===== src/prbd_pkg.sv =====
// Shared types and codes for the PackBits row decoder; depends on nothing.
// Used by prbd_csr, prbd_decode, packbits_row_decoder_core, prbd_run_checker and the test.
package prbd_pkg;

   typedef enum logic [1:0] {
      PH_HEADER  = 2'd0,
      PH_REPEAT  = 2'd1,
      PH_LITERAL = 2'd2
   } phase_type;

   typedef enum logic [1:0] {
      ST_OK          = 2'd0,
      ST_OVERFLOW    = 2'd1,
      ST_SRC_OVERRUN = 2'd2
   } status_type;

   // register index of row_length in the CSR map
   localparam logic CSR_ROW_LENGTH = 1'b0;

   localparam int CSR_ADDR_BITS = 3;
   localparam int CSR_DATA_BITS = 32;
   localparam int CFG_FIELD_BITS = 16;

   localparam logic [7:0] HDR_NOP = 8'd128;
   localparam logic [8:0] RUN_BASE = 9'd257;

   typedef struct packed {
      logic [7:0] out_value;
      logic [7:0] run_count;
      logic       row_done;
      status_type row_status;
   } result_type;

endpackage


===== src/prbd_csr.sv =====
// APB-style configuration register file: holds row_length.
// Depends on prbd_pkg for the register index and port widths.
module prbd_csr #(
   parameter int ROW_LEN_BITS = 16
) (
   input  logic                                   clock,
   input  logic                                   reset,
   input  logic                                   csr_psel,
   input  logic                                   csr_penable,
   input  logic                                   csr_pwrite,
   input  logic [prbd_pkg::CSR_ADDR_BITS-1:0]     csr_paddr,
   input  logic [prbd_pkg::CSR_DATA_BITS-1:0]     csr_pwdata,
   output logic [prbd_pkg::CSR_DATA_BITS-1:0]     csr_prdata,
   output logic                                   csr_pready,
   output logic [ROW_LEN_BITS-1:0]                row_length
);

   localparam int FIELD_BITS = (ROW_LEN_BITS < prbd_pkg::CFG_FIELD_BITS) ?
                               ROW_LEN_BITS : prbd_pkg::CFG_FIELD_BITS;

   logic [ROW_LEN_BITS-1:0] row_length_ff;
   logic [ROW_LEN_BITS-1:0] row_length_in;
   logic                    sel_row_length;
   logic                    wr_en;

   assign sel_row_length = (csr_paddr[2] == prbd_pkg::CSR_ROW_LENGTH);
   assign wr_en = csr_psel && csr_penable && csr_pwrite && csr_pready;

   always_comb begin
      row_length_in = row_length_ff;
      if (wr_en && sel_row_length) begin
         // keep only the low field bits, clipped to the position width
         row_length_in = ROW_LEN_BITS'(csr_pwdata[FIELD_BITS-1:0]);
      end
   end

   always_ff @(posedge clock) begin
      if (reset) begin
         row_length_ff <= ROW_LEN_BITS'(1);
      end else begin
         row_length_ff <= row_length_in;
      end
   end

   assign csr_pready = 1'b1;
   assign csr_prdata = sel_row_length ?
                       prbd_pkg::CSR_DATA_BITS'(row_length_ff) : '0;
   assign row_length = row_length_ff;

endmodule


===== src/prbd_decode.sv =====
// Row decode state (phase, pending count, output position, error) and the
// one-byte step logic. Depends on prbd_pkg for phase/status codes and result type.
module prbd_decode #(
   parameter int ROW_LEN_BITS = 16
) (
   input  logic                     clock,
   input  logic                     reset,
   input  logic                     step_en,
   input  logic [7:0]               code_byte,
   input  logic                     row_last,
   input  logic [ROW_LEN_BITS-1:0]  row_length,
   output logic                     emit,
   output prbd_pkg::result_type     result
);

   localparam int CW = ROW_LEN_BITS + 1;

   prbd_pkg::phase_type     phase_ff, phase_in;
   logic [7:0]              pending_ff, pending_in;
   logic [ROW_LEN_BITS-1:0] pos_ff, pos_in;
   prbd_pkg::status_type    err_ff, err_in;

   logic                    row_full;
   logic [ROW_LEN_BITS-1:0] room;
   logic [7:0]              count;
   logic [7:0]              value;
   logic [7:0]              pending_dec;
   logic                    produce;

   assign row_full = (pos_ff >= row_length);
   assign room = row_full ? '0 : (row_length - pos_ff);
   assign pending_dec = (pending_ff != 8'd0) ? (pending_ff - 8'd1) : 8'd0;

   always_comb begin
      phase_in   = phase_ff;
      pending_in = pending_ff;
      pos_in     = pos_ff;
      err_in     = err_ff;
      count      = 8'd0;
      value      = 8'd0;
      produce    = 1'b0;

      if (err_ff == prbd_pkg::ST_OK) begin
         unique case (phase_ff)
            prbd_pkg::PH_HEADER: begin
               if (!row_last) begin
                  if (row_full) begin
                     err_in = prbd_pkg::ST_OVERFLOW;
                  end else if (code_byte > prbd_pkg::HDR_NOP) begin
                     pending_in = 8'(prbd_pkg::RUN_BASE - {1'b0, code_byte});
                     phase_in   = prbd_pkg::PH_REPEAT;
                  end else if (code_byte < prbd_pkg::HDR_NOP) begin
                     pending_in = code_byte + 8'd1;
                     phase_in   = prbd_pkg::PH_LITERAL;
                  end
               end
            end
            prbd_pkg::PH_REPEAT: begin
               count = pending_ff;
               // clip the run to the room left in the row
               if (CW'(pending_ff) > CW'(room)) begin
                  count  = room[7:0];
                  err_in = prbd_pkg::ST_OVERFLOW;
               end
               value      = code_byte;
               pos_in     = pos_ff + ROW_LEN_BITS'(count);
               pending_in = 8'd0;
               phase_in   = prbd_pkg::PH_HEADER;
               produce    = 1'b1;
            end
            default: begin
               if (row_full) begin
                  err_in = prbd_pkg::ST_OVERFLOW;
               end else begin
                  value      = code_byte;
                  count      = 8'd1;
                  pos_in     = pos_ff + ROW_LEN_BITS'(1);
                  produce    = 1'b1;
                  pending_in = pending_dec;
                  if (pending_dec == 8'd0) begin
                     phase_in = prbd_pkg::PH_HEADER;
                  end else if (row_last) begin
                     err_in = prbd_pkg::ST_SRC_OVERRUN;
                  end
               end
            end
         endcase
      end

      emit = produce || row_last;
      result.out_value  = (count == 8'd0) ? 8'd0 : value;
      result.run_count  = count;
      result.row_done   = row_last;
      result.row_status = row_last ? err_in : prbd_pkg::ST_OK;

      // the final byte returns the row state to its start
      if (row_last) begin
         phase_in   = prbd_pkg::PH_HEADER;
         pending_in = 8'd0;
         pos_in     = '0;
         err_in     = prbd_pkg::ST_OK;
      end
   end

   always_ff @(posedge clock) begin
      if (reset) begin
         phase_ff   <= prbd_pkg::PH_HEADER;
         pending_ff <= 8'd0;
         pos_ff     <= '0;
         err_ff     <= prbd_pkg::ST_OK;
      end else if (step_en) begin
         phase_ff   <= phase_in;
         pending_ff <= pending_in;
         pos_ff     <= pos_in;
         err_ff     <= err_in;
      end
   end

endmodule


===== src/packbits_row_decoder_core.sv =====
// PackBits row decoder top level: input register, decode step, result register.
// Depends on prbd_pkg, prbd_csr and prbd_decode.
//
// Usage: one compressed byte of a row enters per request on the req_ channel
// (req_code_byte, req_row_last marks the row's final byte). Each run or literal
// byte comes out on the rsp_ channel as a value and repeat count; the row's
// final byte always gives a result with rsp_row_done set and the row status
// (ok, output overflow, source ended inside a literal). Header bytes and bytes
// dropped after an error give no result. row_length is set through the csr_ port
// at byte address 0 by the user only while idle; the block does not enforce this.
// Path: an accepted request is held in the input register, passes the decode step
// and its result is captured in the result register.
// Throughput: one request per cycle while no pending result is stalled; the
// decode step between the input register and the result register is combinational.
// Stall: while rsp_stall holds a pending result, the input register holds its
// request and req_stall rises; no request is lost or repeated.
// Reset: synchronous; row state clears, row_length returns to 1, both
// registers empty.
module packbits_row_decoder_core #(
   parameter int ROW_LEN_BITS = 16
) (
   input  logic                                clock,
   input  logic                                reset,
   input  logic                                req_valid,
   output logic                                req_stall,
   input  logic [7:0]                          req_code_byte,
   input  logic                                req_row_last,
   output logic                                rsp_valid,
   input  logic                                rsp_stall,
   output logic [7:0]                          rsp_out_value,
   output logic [7:0]                          rsp_run_count,
   output logic                                rsp_row_done,
   output logic [1:0]                          rsp_row_status,
   input  logic                                csr_psel,
   input  logic                                csr_penable,
   input  logic                                csr_pwrite,
   input  logic [prbd_pkg::CSR_ADDR_BITS-1:0]  csr_paddr,
   input  logic [prbd_pkg::CSR_DATA_BITS-1:0]  csr_pwdata,
   output logic [prbd_pkg::CSR_DATA_BITS-1:0]  csr_prdata,
   output logic                                csr_pready
);

   logic [ROW_LEN_BITS-1:0] row_length;

   logic                 in_vld_ff, in_vld_in;
   logic [7:0]           in_byte_ff;
   logic                 in_last_ff;
   logic                 advance;
   logic                 emit;
   prbd_pkg::result_type result;
   logic                 rsp_vld_ff, rsp_vld_in;
   prbd_pkg::result_type rsp_ff;

   prbd_csr #(
      .ROW_LEN_BITS(ROW_LEN_BITS)
   ) u_csr (
      .clock       (clock),
      .reset       (reset),
      .csr_psel    (csr_psel),
      .csr_penable (csr_penable),
      .csr_pwrite  (csr_pwrite),
      .csr_paddr   (csr_paddr),
      .csr_pwdata  (csr_pwdata),
      .csr_prdata  (csr_prdata),
      .csr_pready  (csr_pready),
      .row_length  (row_length)
   );

   prbd_decode #(
      .ROW_LEN_BITS(ROW_LEN_BITS)
   ) u_decode (
      .clock      (clock),
      .reset      (reset),
      .step_en    (advance),
      .code_byte  (in_byte_ff),
      .row_last   (in_last_ff),
      .row_length (row_length),
      .emit       (emit),
      .result     (result)
   );

   // advance the held request when the result register is free or draining
   assign advance   = in_vld_ff && (!rsp_vld_ff || !rsp_stall);
   assign req_stall = in_vld_ff && rsp_vld_ff && rsp_stall;

   always_comb begin
      in_vld_in = in_vld_ff;
      if (!req_stall) begin
         in_vld_in = req_valid;
      end
      rsp_vld_in = rsp_vld_ff;
      if (advance) begin
         rsp_vld_in = emit;
      end else if (!rsp_stall) begin
         rsp_vld_in = 1'b0;
      end
   end

   always_ff @(posedge clock) begin
      if (reset) begin
         in_vld_ff  <= 1'b0;
         rsp_vld_ff <= 1'b0;
      end else begin
         in_vld_ff  <= in_vld_in;
         rsp_vld_ff <= rsp_vld_in;
      end
   end

   always_ff @(posedge clock) begin
      if (req_valid && !req_stall) begin
         in_byte_ff <= req_code_byte;
         in_last_ff <= req_row_last;
      end
      if (advance && emit) begin
         rsp_ff <= result;
      end
   end

   assign rsp_valid      = rsp_vld_ff;
   assign rsp_out_value  = rsp_ff.out_value;
   assign rsp_run_count  = rsp_ff.run_count;
   assign rsp_row_done   = rsp_ff.row_done;
   assign rsp_row_status = rsp_ff.row_status;

endmodule


===== config.mk =====
export PLATFORM = sky130hd
export DESIGN_NAME = packbits_row_decoder_core
export DESIGN_NICKNAME = d
export VERILOG_FILES = /design/src/prbd_pkg.sv /design/src/prbd_csr.sv /design/src/prbd_decode.sv /design/src/packbits_row_decoder_core.sv
export SDC_FILE = /design/constraint.sdc
export NUM_CORES = 1
export LEC_CHECK = 0
export BUFFER_PORTS_ARGS = -buffer_cell sky130_fd_sc_hd__buf_2
export CORE_MARGIN = 2
export CORE_UTILIZATION = 56
export CTS_CLUSTER_DIAMETER = 80
export CTS_CLUSTER_SIZE = 8
export DETAILED_ROUTE_END_ITERATION = 6
export GPL_ROUTABILITY_DRIVEN = 0
export GPL_TIMING_DRIVEN = 0
export PLACE_DENSITY = 0.92
export REMOVE_ABC_BUFFERS = 1
export SLEW_MARGIN = 20
export SYNTH_ARGS = -nofsm -noshare
export SYNTH_HDL_FRONTEND = slang
export SYNTH_SLANG_ARGS = --single-unit

===== constraint.sdc =====
create_clock -name clock -period 7.12 [get_ports clock]
set_clock_uncertainty 0.05 [all_clocks]
set_input_delay 2.136 -clock clock [delete_from_list [all_inputs] [get_ports clock]]
set_output_delay 2.136 -clock clock [all_outputs]
set_load 0.02 [all_outputs]

==> results.txt <==
CP max stage cell -> fa_1
Clk_lat worst skew -> 360 ps
Mux contribution to synthesized area -> 1.16%
Pre-antenna DRT Iters -> 7
Final WS setup -> 410 ps
Placed cell area -> 5720 sq um
Adder-cell share of the synthesized area -> 9.23%
Worst path depth -> 27
Synthesis-to-finish area growth -> 10.0%
Post-synthesis sequential area ratio -> 32.7%
Starting Density -> 58.1%
Hold buffer count at CTS -> 0
Ys flop type -> dfxtp_1
Drt wl/cell -> 15.8 um
Ys async rst share -> 0%
Core footprint -> 9280 sq um
Lkg Pwr -> 2.49 nW
Slew margin rel. -> 38.5%
Number of port buffers -> 69
Placed Cells -> 836
Power density cells -> 180 nW/um^2
Final net count -> 806
Clk sink count -> 74
Clock Tree Buf Depth -> 2
Antenna-violating nets left -> 0
Final-report max-slew violation count -> 0
Flops & latches, synth -> 74
Vias post-DR -> 5239
Fin crit period -> 6710 ps
Finished Layout Cells -> 852
Antenna violations before repair -> 0
TritonCTS clock tree -> done
H-tree depth -> 3
Worst VDD drop -> 0.000118 V
Buf/Inv on CP -> 3
Complex-gate fraction of the synthesized area -> 22.1%
Postcts setup bufs -> 0
Crit path kind -> reg -> reg
Area contributors post-synth -> dfxtp_1, edfxtp_1, ha_1
Root Driver -> clkbuf_8
Fin area -> 5930 sq um
Most frequent cells after synthesis -> nand2_1, a21oi_1, nor2_1
Final hold viol count -> 0
Crit Path Max Fanout -> 14
F_max -> 0.149 GHz
CP delay by family, top -> compound AO/OA/AOI/OAI gates
Final Setup Violations -> 0
Final period utilization -> 94.2%
Synth unique cells -> 72
All-Layer GR Usage -> 26.4%
# DRC -> 0
Setup TNS -> 0 ps
Ant diodes -> 0
Worst Setup EP -> u_decode.pos_ff[12]
Largest family of logic cells by synthesized area -> simple AND/OR/NAND/NOR gates
Vias in the first global route -> 4805
Number of synthesized flops with an enable pin -> 28
Iteration-0 DRC Markers -> 615
Max_cap viols -> 0
Yosys top cell area share -> 17.1%
Number of fillers in the final layout -> 771
Cells after synthesis -> 668
Worst-path clk slew -> 90 ps
FF-to-FF End -> u_decode.pos_ff[12]
HPWL after detailed placement -> 9900 um
Gr ovfl total -> 0
Simple-gate share of the synthesized area -> 24.6%
R2r worst-path depth -> 27
Row cnt -> 35
Vias/cell -> 6.15
Die X-Extent -> 102 um
Synth Area in XOR/XNOR -> 3.25%
Post-synthesis cell area -> 5390 sq um
Yosys warning total -> 0
Area leader, netlist -> dfxtp_1
Worst reg2reg path startpoint -> u_decode.pos_ff[0]
Global-route wire length before repair -> 22100 um
Largest net degree at the start of global routing -> 44
Worst path max stage delay -> 450 ps
Detailed Route WL -> 13500 um
Most frequent CP cell -> inv_1
Io pins -> 105
Syn Area/Cell -> 8.07 sq um
Worst Path Arrival -> 6960 ps
Die height -> 102 um
R2r setup slk -> 410 ps
Worst Setup SP -> u_decode.pos_ff[0]
Worst-Margin Slew -> 922 ps
Layout cells sized above 1 -> 14.5%
Top-count cell post-synth -> nand2_1
Required time worst endpoint -> 7370 ps
Die area -> 10400 sq um
CTS resizes -> 0
Hold Crit Class -> reg -> reg
Setup crit end kind -> flop
Worst setup SP type -> flop
Dpl ws -> 370 ps
Outcome -> complete, no violations
RSZ-0062 raised after global routing -> no
Num CTS Buffers -> 9
==> flip-flops by register name (all words and copies together), names as in the netlist <==
register	flops
u_csr.row_length	16
u_decode.pos_ff	16
in_byte_ff	8
rsp_out_value	8
rsp_run_count	8
u_decode.pending_ff	8
rsp_row_status	2
u_decode.err_ff	2
u_decode.phase_ff	2
in_last_ff	1
in_vld_ff	1
rsp_row_done	1
rsp_valid	1
==> cells by family (layout without fill, tap and decap cells) <==
kind of cell | after synthesis | in the layout
AO/OA/AOI/OAI | 184 | 184
XOR/XNOR | 20 | 20
adder cells (fa/ha/maj) | 39 | 39
buffers and inverters | 79 | 119
flip-flops | 74 | 74
multiplexers | 6 | 6
other | 2 | 17
AND/OR/NAND/NOR | 264 | 264
==> power breakdown <==
| group | switching, mW | leakage, nW | total (mW) | internal [mW] |
|---|---|---|---|---|
| logic | 0.162 | 1.74 | 0.247 | 0.0850 |
| clock network | 0.184 | 0.0988 | 0.352 | 0.168 |
| registers | 0.0163 | 0.650 | 0.467 | 0.451 |
| total | 0.363 | 2.49 | 1.07 | 0.704 |
==> worst min-delay path by stage <==
stage                        start             endpoint  slack, ps  cells after the start
2_1_floorplan  u_decode.pos_ff[15]  u_decode.pos_ff[15]        380                      2
3_5_place_dp   u_decode.pos_ff[15]  u_decode.pos_ff[15]        400                      2
4_1_cts        u_decode.pos_ff[15]  u_decode.pos_ff[15]        420                      2
3_3_place_gp   u_decode.pos_ff[15]  u_decode.pos_ff[15]        390                      2
5_1_grt        u_csr.row_length[2]  u_csr.row_length[2]        450                      2
6_report       u_decode.pos_ff[15]  u_decode.pos_ff[15]        420                      2
==> worst reg2reg max path, delay by kind of cell (launching register included) <==
family                   cells  cell delay (ps)
flip-flops                   1              410
adder cells (fa/ha/maj)      4             1240
AO/OA/AOI/OAI               12             2630
buffers and inverters        3              270
AND/OR/NAND/NOR              8             2040
==> per-layer routing <==
metal	vias to the layer above	global-route usage, %	share of wire, %
met4	0	10.7	2.6
met3	47	4.45	11
met2	361	42.5	46
li1	2486	-	-
met1	2345	35.6	41
met5	-	0	0
==> area by class of cell <==
class                      count  area (sq um)  area share [%]
clock inverter                 7          82.6            1.39
multi-input combinational    530          3330            56.1
clock buffer                   9           124            2.09
timing repair buffer          69           345            5.82
sequential                    74          1760            29.7
inverter                      34           128            2.15
tap                          129           161            2.72
==> per-stage QoR <==
stage / hold slack, ps / utilization, % / power (mW)
final: 418 / 63.9 / 1.07
after global routing: 447 / 63.9 / 1.11
after CTS: 419 / 63.8 / 1.06
after detailed placement: 404 / 61.6 / 0.711
after global placement: 395 / 61.6 / 0.698
after floorplan: 385 / - / 0.646
==> cell usage in the layout (no fill, tap or decap), types with 4 or more instances in the layout <==
cell / Yosys / final
nor3_1: 12 / 11
mux2i_1: 4 / 4
nand2_1: 72 / 71
inv_1: 34 / 34
a211o_1: 5 / 5
o22ai_1: 7 / 7
nand3_1: 21 / 21
dfxtp_1: 46 / 46
nand4_1: 8 / 8
nor4_1: 14 / 14
or3_1: 10 / 10
clkbuf_8: 0 / 9
edfxtp_1: 28 / 28
o21a_1: 4 / 4
xor2_1: 9 / 9
a31oi_1: 5 / 5
nor2b_1: 20 / 20
a21oi_1: 57 / 57
and3_1: 8 / 8
o221ai_1: 4 / 4
or2_2: 5 / 5
buf_2: 3 / 69
and2_1: 20 / 20
conb_1: 2 / 17
xnor2_1: 11 / 11
ha_1: 35 / 35
o211ai_1: 5 / 5
nand2b_1: 11 / 11
o21ai_0: 40 / 39
a21o_1: 12 / 12
nor2_1: 52 / 52
o31a_1: 4 / 4
o21ai_1: 5 / 5
No activity file was read; power rests on OpenSTA's default activity.
